==> config.mk <==
export PLATFORM = sky130hd
export DESIGN_NAME = keyword_presence_counter
export DESIGN_NICKNAME = d
export VERILOG_FILES = /design/src/hw/rtl/kpc_pkg.sv /design/src/hw/rtl/kpc_cfg.sv /design/src/hw/rtl/kpc_matcher.sv /design/src/hw/rtl/keyword_presence_counter.sv
export SDC_FILE = /design/constraint.sdc
export NUM_CORES = 2
export LEC_CHECK = 0
export BUFFER_PORTS_ARGS = -buffer_cell sky130_fd_sc_hd__buf_2
export CAP_MARGIN = 20
export CORE_UTILIZATION = 60
export CTS_CLUSTER_SIZE = 24
export DETAILED_ROUTE_END_ITERATION = 12
export HOLD_SLACK_MARGIN = 0.03
export PLACE_DENSITY_LB_ADDON = 0.08
export SLEW_MARGIN = 20
export SYNTH_ARGS = -nofsm -noshare
export SYNTH_HDL_FRONTEND = slang
export SYNTH_SLANG_ARGS = --single-unit
==> constraint.sdc <==
create_clock -name clk_i -period 16.4 [get_ports clk_i]
set_input_delay 0.82 -clock clk_i [delete_from_list [all_inputs] [get_ports clk_i]]
set_output_delay 0.82 -clock clk_i [all_outputs]
set_load 0.1 [all_outputs]
==> src/hw/rtl/kpc_pkg.sv <==
// Shared types, constants and helpers for the keyword presence counter.
// No dependencies; imported by every module of the block.
`default_nettype none

package kpc_pkg;

  localparam int MAX_WORD_LEN = 8;
  localparam int NUM_WORDS    = 6;

  // Slots visible on the config port and in the result beat.
  localparam int KW_SLOTS  = 6;
  localparam int WORD_W    = 64;
  localparam int LEN_W     = 4;
  localparam int LENS_W    = KW_SLOTS * LEN_W;
  localparam int COUNT_W   = 32;
  localparam int CFG_IDX_W = 3;
  localparam int CFG_DATA_W = 64;

  // Window of preceding bytes; kept one byte wide when no history is needed.
  localparam int WIN_BYTES = (MAX_WORD_LEN > 1) ? MAX_WORD_LEN - 1 : 1;
  localparam int WIN_W     = 8 * WIN_BYTES;
  localparam int FILL_W    = (MAX_WORD_LEN > 1) ? $clog2(MAX_WORD_LEN) : 1;
  localparam logic [FILL_W-1:0] FILL_MAX = FILL_W'(MAX_WORD_LEN - 1);

  // Register indexes.
  localparam logic [CFG_IDX_W-1:0] CFG_WORD_0   = 3'd0;
  localparam logic [CFG_IDX_W-1:0] CFG_LENGTHS  = 3'd6;

  typedef struct packed {
    logic [7:0] char_byte;
    logic       chunk_end;
  } in_item_t;

  typedef struct packed {
    logic [COUNT_W-1:0] count_a;
    logic [COUNT_W-1:0] count_b;
    logic [COUNT_W-1:0] count_c;
    logic [COUNT_W-1:0] count_d;
    logic [COUNT_W-1:0] count_e;
    logic [COUNT_W-1:0] count_f;
  } out_item_t;

  typedef struct packed {
    logic [KW_SLOTS-1:0][WORD_W-1:0] words;
    logic [KW_SLOTS-1:0][LEN_W-1:0]  lens;
  } cfg_t;

  function automatic logic [7:0] fold_case(input logic [7:0] b);
    logic [7:0] r;
    r = b;
    if (b >= 8'h41 && b <= 8'h5a) r = b + 8'h20;
    return r;
  endfunction

endpackage

`default_nettype wire

==> src/hw/rtl/kpc_cfg.sv <==
// Configuration register file: six keyword words and the packed lengths.
// Depends on kpc_pkg.
`default_nettype none

module kpc_cfg (
  input  wire logic                           clk_i,
  input  wire logic                           rst_ni,
  input  wire logic                           cfg_valid_i,
  output logic                                cfg_ready_o,
  input  wire logic [kpc_pkg::CFG_IDX_W-1:0]  cfg_index_i,
  input  wire logic [kpc_pkg::CFG_DATA_W-1:0] cfg_data_i,
  output kpc_pkg::cfg_t                       cfg_o
);
  import kpc_pkg::*;

  cfg_t cfg_q, cfg_d;

  assign cfg_ready_o = 1'b1;

  always_comb begin
    cfg_d = cfg_q;
    if (cfg_valid_i) begin
      if (cfg_index_i < CFG_LENGTHS) begin
        cfg_d.words[cfg_index_i - CFG_WORD_0] = cfg_data_i[WORD_W-1:0];
      end else if (cfg_index_i == CFG_LENGTHS) begin
        cfg_d.lens = cfg_data_i[LENS_W-1:0];
      end
      // other indexes fall through untouched
    end
  end

  always_ff @(posedge clk_i or negedge rst_ni) begin
    if (!rst_ni) begin
      cfg_q <= '0;
    end else begin
      cfg_q <= cfg_d;
    end
  end

  assign cfg_o = cfg_q;

endmodule

`default_nettype wire

==> src/hw/rtl/kpc_matcher.sv <==
// Compare of one keyword against the current byte and the byte window.
// Pure combinational; depends on kpc_pkg.
`default_nettype none

module kpc_matcher (
  input  wire logic [kpc_pkg::WORD_W-1:0] word_i,
  input  wire logic [kpc_pkg::LEN_W-1:0]  len_i,
  input  wire logic [7:0]                 cur_i,
  input  wire logic [kpc_pkg::WIN_W-1:0]  window_i,
  input  wire logic [kpc_pkg::FILL_W-1:0] fill_i,
  output logic                            hit_o
);
  import kpc_pkg::*;

  logic [MAX_WORD_LEN-1:0][7:0] probe;
  logic [MAX_WORD_LEN-1:0][7:0] kw;

  // probe byte k is the byte k positions back; probe[0] is the current one
  always_comb begin
    probe[0] = cur_i;
    for (int k = 1; k < MAX_WORD_LEN; k++) begin
      probe[k] = window_i[8*(k-1) +: 8];
    end
    for (int k = 0; k < MAX_WORD_LEN; k++) begin
      kw[k] = word_i[8*k +: 8];
    end
  end

  // one candidate per length; lengths outside 1..MAX never select
  always_comb begin
    logic ok;
    hit_o = 1'b0;
    for (int l = 1; l <= MAX_WORD_LEN; l++) begin
      ok = (int'(fill_i) >= l - 1);
      for (int k = 0; k < l; k++) begin
        if (kw[l-1-k] != probe[k]) ok = 1'b0;
      end
      if (len_i == LEN_W'(l) && ok) hit_o = 1'b1;
    end
  end

endmodule

`default_nettype wire

==> src/hw/rtl/keyword_presence_counter.sv <==
// Top level: input register, keyword matchers, chunk state and result register.
// Depends on kpc_pkg, kpc_cfg and kpc_matcher.
//
//   channel  dir  handshake            payload
//   in       in   in_valid_i/in_stall_o    kpc_pkg::in_item_t  (byte, chunk end)
//   out      out  out_valid_o/out_stall_i  kpc_pkg::out_item_t (six counts)
//   cfg      in   cfg_valid_i/cfg_ready_o  cfg_index_i, cfg_data_i
//
// One byte per cycle sustained while no chunk-end byte waits. A byte is held in
// the input register, where all keyword compares run in parallel; a chunk-end
// beat is then registered in the result register. Reset clears window, flags and
// counters. Only a chunk-end byte waits, and only while the result register is
// full and stalled; that back-pressure reaches in_stall_o in the same cycle.
`default_nettype none

module keyword_presence_counter (
  input  wire logic                           clk_i,
  input  wire logic                           rst_ni,
  input  wire logic                           in_valid_i,
  output logic                                in_stall_o,
  input  wire kpc_pkg::in_item_t              in_data_i,
  output logic                                out_valid_o,
  input  wire logic                           out_stall_i,
  output kpc_pkg::out_item_t                  out_data_o,
  input  wire logic                           cfg_valid_i,
  output logic                                cfg_ready_o,
  input  wire logic [kpc_pkg::CFG_IDX_W-1:0]  cfg_index_i,
  input  wire logic [kpc_pkg::CFG_DATA_W-1:0] cfg_data_i
);
  import kpc_pkg::*;

  cfg_t cfg;

  in_item_t                    in_q;
  logic                        in_vld_q, in_vld_d;
  logic [WIN_W-1:0]            window_q, window_d;
  logic [FILL_W-1:0]           fill_q, fill_d;
  logic [KW_SLOTS-1:0]         seen_q, seen_d;
  logic [KW_SLOTS-1:0][COUNT_W-1:0] counts_q, counts_d;
  out_item_t                   out_q;
  logic                        out_vld_q, out_vld_d;

  logic [7:0]          cur;
  logic [KW_SLOTS-1:0] hits;
  logic [KW_SLOTS-1:0] seen_new;
  logic                retire;
  logic                accept;
  logic [WIN_W+7:0]    shifted;

  kpc_cfg u_cfg (
    .clk_i       (clk_i),
    .rst_ni      (rst_ni),
    .cfg_valid_i (cfg_valid_i),
    .cfg_ready_o (cfg_ready_o),
    .cfg_index_i (cfg_index_i),
    .cfg_data_i  (cfg_data_i),
    .cfg_o       (cfg)
  );

  assign cur = fold_case(in_q.char_byte);

  for (genvar w = 0; w < KW_SLOTS; w++) begin : g_word
    if (w < NUM_WORDS) begin : g_on
      kpc_matcher u_match (
        .word_i   (cfg.words[w]),
        .len_i    (cfg.lens[w]),
        .cur_i    (cur),
        .window_i (window_q),
        .fill_i   (fill_q),
        .hit_o    (hits[w])
      );
    end else begin : g_off
      assign hits[w] = 1'b0;
    end
  end

  // a chunk-end byte needs a free result slot to retire
  assign retire     = in_vld_q && (!in_q.chunk_end || !out_vld_q || !out_stall_i);
  assign in_stall_o = in_vld_q && !retire;
  assign accept     = in_valid_i && !in_stall_o;

  assign seen_new = seen_q | hits;
  assign shifted  = {window_q, cur};

  always_comb begin
    in_vld_d  = in_vld_q;
    window_d  = window_q;
    fill_d    = fill_q;
    seen_d    = seen_q;
    counts_d  = counts_q;
    out_vld_d = out_vld_q && out_stall_i;

    if (accept) begin
      in_vld_d = 1'b1;
    end else if (retire) begin
      in_vld_d = 1'b0;
    end

    if (retire) begin
      if (in_q.chunk_end) begin
        for (int w = 0; w < KW_SLOTS; w++) begin
          counts_d[w] = counts_q[w] + COUNT_W'(seen_new[w]);
        end
        seen_d    = '0;
        window_d  = '0;
        fill_d    = '0;
        out_vld_d = 1'b1;
      end else begin
        seen_d   = seen_new;
        window_d = shifted[WIN_W-1:0];
        if (fill_q < FILL_MAX) fill_d = fill_q + 1'b1;
      end
    end
  end

  always_ff @(posedge clk_i or negedge rst_ni) begin
    if (!rst_ni) begin
      in_vld_q  <= 1'b0;
      window_q  <= '0;
      fill_q    <= '0;
      seen_q    <= '0;
      counts_q  <= '0;
      out_vld_q <= 1'b0;
    end else begin
      in_vld_q  <= in_vld_d;
      window_q  <= window_d;
      fill_q    <= fill_d;
      seen_q    <= seen_d;
      counts_q  <= counts_d;
      out_vld_q <= out_vld_d;
    end
  end

  // payload registers, no reset
  always_ff @(posedge clk_i) begin
    if (accept) in_q <= in_data_i;
    if (retire && in_q.chunk_end) begin
      out_q.count_a <= counts_d[0];
      out_q.count_b <= counts_d[1];
      out_q.count_c <= counts_d[2];
      out_q.count_d <= counts_d[3];
      out_q.count_e <= counts_d[4];
      out_q.count_f <= counts_d[5];
    end
  end

  assign out_valid_o = out_vld_q;
  assign out_data_o  = out_q;

endmodule

`default_nettype wire
Yosys cells after proc, flatten, opt, wreduce, memory -nomap -nowiden
Cells that the tools add are included.

Bitwise operators: 2. Muxes and demuxes: 278. $add $sub $neg: 8. $lt $le $gt $ge: 13. Equality and inequality tests: 265. Reduce and logical (&&, ||, !) cells: 67.

Operators by type and width (count): $ne 8x8->1 (216); $bwmux 384 (1); $mux 192 (2); $mux 1 (268); $add 32x1->32 (6); $demux 64 s3 (1); $eq 4x3->1 const B (24); $mux 64 (1); $mux 56 (1); $logic_and 1x1->1 (55); $eq 4x2->1 const B (12); $eq 4x1->1 const B (6); $eq 4x4->1 const B (6); $ge 3x3->1 const B (4); $add 8x6->8 const B (1); $ge 8x7->1 const B (1); $le 8x7->1 const B (1); $mux 8 (1); $ge 3x1->1 const B (2); $ge 3x2->1 const B (2); $lt 3x3->1 const B (2); $mux 3 (2); $mux 6 (1); $or 6x6->6 (1); 9 further kinds (16).

Logic and storage cells: 664. Bits of input ports: 81. Bits in registers: 868. Output and inout port bits: 195.

Longest topological paths before layout
Word-level depth: 18. Mapped depth: 21. Mapped depth without buffers: 19.

Hierarchy
A second synthesis with hierarchy kept.

Cell total of the unflattened synthesis: 5217. Area total of the unflattened synthesis: 55814.8 um2.

By module, submodules not included: kpc_matcher (times used 6, cells an instance 508, area an instance 3752.3 um2, sequential area each 0.0 um2); keyword_presence_counter (times used 1, cells an instance 1300, area an instance 17700.7 um2, sequential area each 12517.0 um2); kpc_cfg (times used 1, cells an instance 869, area an instance 15600.0 um2, sequential area each 10209.8 um2).

Worst setup path before layout
Ideal clock, no wire load.

Kind: reg-to-reg. From: reg out_vld_q (netlist: out_valid_o). To: reg out_q (netlist bit out_data_o[0]) (enable). Path buffers: 2. Setup time: 0.630 ns. Path slack: 8.855 ns. Arrival time: 6.914 ns. Period minus slack after synthesis: 7.545 ns. Required time: 15.770 ns. Stages on the path, launching flop included: 6. Path through: dfrtp_1 > nand2_1 > nand3_1 > inv_1 > clkbuf_1 > buf_1.

Cells in the longest elaborated chain, start to end: 5.

RTL lines: from (decl) (line keyword_presence_counter.sv:41) `logic out_vld_q, out_vld_d;`; from (signal assigned) (line keyword_presence_counter.sv:130) `out_vld_q <= out_vld_d;`; $logic_not 1->1 (line keyword_presence_counter.sv:78) `assign retire = in_vld_q && (!in_q.chunk_end || !out_vld_q || !out_stall_i);`; $logic_or 1x1->1 (2 in a row) (line keyword_presence_counter.sv:78); $logic_and 1x1->1 (line keyword_presence_counter.sv:78); $logic_and 1x1->1 (line keyword_presence_counter.sv:137) `if (retire && in_q.chunk_end) begin`; to (decl) (line keyword_presence_counter.sv:40) `out_item_t out_q;`.

Every way passes these cells. A chain may end at the register's enable or synchronous reset.

==> load_flow_metrics.sql <==
INSERT INTO impl_metrics (metric_group, metric, value, unit) VALUES
('run_status', 'status', 'completed', ''),
('cells_and_area', 'regArea', '22800', 'um2'),
('job', 'maxCapViolations', '0', ''),
('cells_and_area', 'fin_util', '0.662', ''),
('sta', 'grt_setup_unrepaired', 'no', ''),
('floorplan', 'num_rows', '110', ''),
('placement', 'globalplace.congestion', '1.18', ''),
('cells_and_area', 'instances_no_fill', '6490', ''),
('route', 'routed_wl', '262000', 'um'),
('synthesis', 'synth_compound_gate_area_share', '0.0394', ''),
('cells_and_area', 'finalInstanceArea', '59600', 'um2'),
('synthesis', 'synth.distinct_cells', '83', ''),
('global_routing', 'global_route.usage.total', '0.570', ''),
('floorplan', 'die-width', '303', 'um'),
('global_routing', 'globalRoute.totalOverflow', '0', ''),
('synthesis', 'synth_top_area_cell', 'dfrtp_1', ''),
('clocking', 'post-cts-setup-buffers', '0', ''),
('synthesis', 'most_numerous_cell_types_in_the_synthesized_netlist', '1099 x xnor2_1, 667 x dfrtp_1, 666 x xor2_1, 387 x mux2_2, 298 x nand4_1', ''),
('setup_path', 'worst_ep_arrival', '6.97', 'ns'),
('setup_path', 'cp_cell_sequence', 'buf_4, buf_4, a21oi_2, o221a_4, nor2_8, xnor2_1, nor4b_1, a31oi_1, o2111a_1, nand3_1, ha_1, nand2_1, nor4_1, nand2_1, nor2_1, nand2_1, nor2_1, nand3_1, xnor2_1', ''),
('setup_path', 'critPathMaxFanout', '33', ''),
('synthesis', 'post_synthesis_register_bit_count', '868', ''),
('synthesis', 'avgSynthCellArea', '10.5', 'um2'),
('floorplan', 'core-area', '90000', 'um2'),
('placement', 'post-place-cells', '6261', ''),
('sta', 'timing.final.hold_violations', '0', ''),
('synthesis', 'synth-seq-area-share', '0.417', ''),
('route', 'vias_per_cell', '7.30', ''),
('synthesis', 'asyncSetResetFlopFracSynth', '0.768', ''),
('sta', 'tns', '0', 'ns'),
('clocking', 'path_clk_slew', '0.08', 'ns'),
('clocking', 'total_clock_sinks', '868', ''),
('setup_path', 'rr_startpoint', 'in_q[1]', ''),
('cells_and_area', 'nets', '5288', ''),
('clocking', 'tritoncts', 'done', ''),
('global_routing', 'antenna_violations_before_repair', '39', ''),
('power_and_ir_drop', 'worst_ir_drop_vdd', '0.123', 'mV'),
('sta', 'setup_viol', '0', ''),
('clocking', 'root_buffer', 'clkbuf_16', ''),
('setup_path', 'path_common_cell', 'nand2_1', ''),
('sta', 'max_slew_margin', '0.133', ''),
('clocking', 'cts-hold-fix-buffers', '0', ''),
('setup_path', 'cp_data_required_time', '16.89', 'ns'),
('cells_and_area', 'multiInputGateArea', '29300', 'um2'),
('synthesis', 'synth_top_cell_area_share', '0.306', ''),
('global_routing', 'grt_pass1_wl', '358000', 'um'),
('synthesis', 'synth_flop_cell', 'dfrtp_1', ''),
('clocking', 'number_of_buffers_on_the_longest_clock_path', '3', ''),
('route', 'drt-initial-drc-count', '7875', ''),
('route', 'detail-route-antenna-nets', '0', ''),
('cells_and_area', 'layout-drive-gt1-share', '0.192', ''),
('route', 'drt_pass1_iterations', '13', ''),
('sta', 'period_share', '0.395', ''),
('setup_path', 'timing.critical_path.from_type', 'flop', ''),
('floorplan', 'die_height', '303', 'um'),
('route', 'wl_per_cell', '40.3', 'um'),
('synthesis', 'netlist_area', '54500', 'um2'),
('clocking', 'cts-buffers-inserted', '93', ''),
('power_and_ir_drop', 'p_leak', '23.4', 'nW'),
('clocking', 'clk-insertion-delay-late', '0.77', 'ns'),
('sta', 'report.final.slew_viol_count', '0', ''),
('synthesis', 'synth-edff-count', '201', ''),
('clocking', 'cts_htree_levels', '3', ''),
('synthesis', 'synth_top_family_by_area', 'XOR/XNOR gates', ''),
('setup_path', 'worst_setup_path_end_kind', 'flop', ''),
('setup_path', 'critical_path.max_stage_delay', '0.67', 'ns'),
('setup_path', 'worst-r2r-cell-count', '19', ''),
('floorplan', 'floorplan.initialDensity', '0.606', ''),
('synthesis', 'synthesis_warning_total', '0', ''),
('sta', 'finalCriticalPeriod', '6.48', 'ns'),
('floorplan', 'num_io_pins', '276', '');
worst max-delay path by stage:
stage / slack (ns) / endpoint / from / cells after the start
global placement: 10.40 / out_data_o[61] / in_q[1] / 19
global route: 9.64 / out_data_o[61] / fill_q[2] / 18
floorplan: 8.86 / out_data_o[0] / out_valid_o / 5
detailed placement: 10.33 / out_data_o[61] / in_q[1] / 19
finish: 9.92 / out_data_o[61] / in_q[1] / 19
CTS: 10.25 / out_data_o[61] / in_q[1] / 19
metrics by stage:
step / power (W) / hold slack, ns
finish: 0.00804 / 0.0415
global route: 0.00815 / 0.0877
CTS: 0.00777 / 0.0894
detailed placement: 0.00557 / 0.461
global placement: 0.00553 / 0.447
floorplan: 0.00465 / 0.432
placed cells by master, fill, tap and decap left out, types with 33 or more instances in the layout:
cell type	n
nor4_1	237
nand2_1	246
inv_1	92
o22ai_1	33
nand4_1	298
clkbuf_16	94
nor2_1	105
xor2_1	666
nor3_1	64
nand3_1	108
o31ai_1	35
edfxtp_1	201
mux2_2	387
diode_2	49
and3_1	40
xnor2_1	1098
o21ai_0	61
buf_2	273
dfrtp_1	639
buf_4	120
critical path: cells and delay by family (launching register included):
kind	cells	cell delay (ns)
and+or+nand+nor	10	3.06
buffers and inverters	2	1.07
AOI/OAI and AO/OA	4	0.93
DFF	1	0.58
xor gates and xnor gates	2	0.29
adders and majority gates	1	0.22
metal layers:
| metal | GRT usage | part of all wire |
|---|---|---|
| met4 | 0.524 | 0.12 |
| met3 | 0.332 | 0.16 |
| met5 | 0.0357 | 0.0018 |
| met1 | 0.634 | 0.33 |
| met2 | 0.755 | 0.39 |
cells by family (layout without fill, tap and decap cells):
kind of cell | count (synthesis) | count (layout)
AND/OR/NAND/NOR | 1261 | 1261
AO/OA/AOI/OAI | 288 | 288
flip-flops | 868 | 868
XOR/XNOR | 1765 | 1765
buffers and inverters | 618 | 672
multiplexers | 387 | 387
adder cells (fa/ha/maj) | 23 | 23
other | 1 | 50
state kept, by name, summed over array words and instances, names as in the netlist:
register	count
out_valid_o	1
window_q	56
out_data_o	192
in_q	9
fill_q	3
seen_q	6
in_vld_q	1
counts_q	192
u_cfg.cfg_o	408
layout make-up:
type / count / area share
Inverter: 98 / 0.00630
Clock inverter: 47 / 0.00991
Tap cell: 1176 / 0.0247
Multi-Input combinational cell: 3725 / 0.491
Sequential cell: 868 / 0.382
Antenna cell: 49 / 0.00206
Clock buffer: 129 / 0.0445
Timing Repair Buffer: 398 / 0.0396
power breakdown:
group	internal, W	total (W)	switching [W]
clock	0.00125	0.00224	0.000992
combinational	0.000967	0.00235	0.00138
sequential	0.00247	0.00346	0.000986
total	0.00469	0.00804	0.00336
Power figures use the tool's default switching activity.
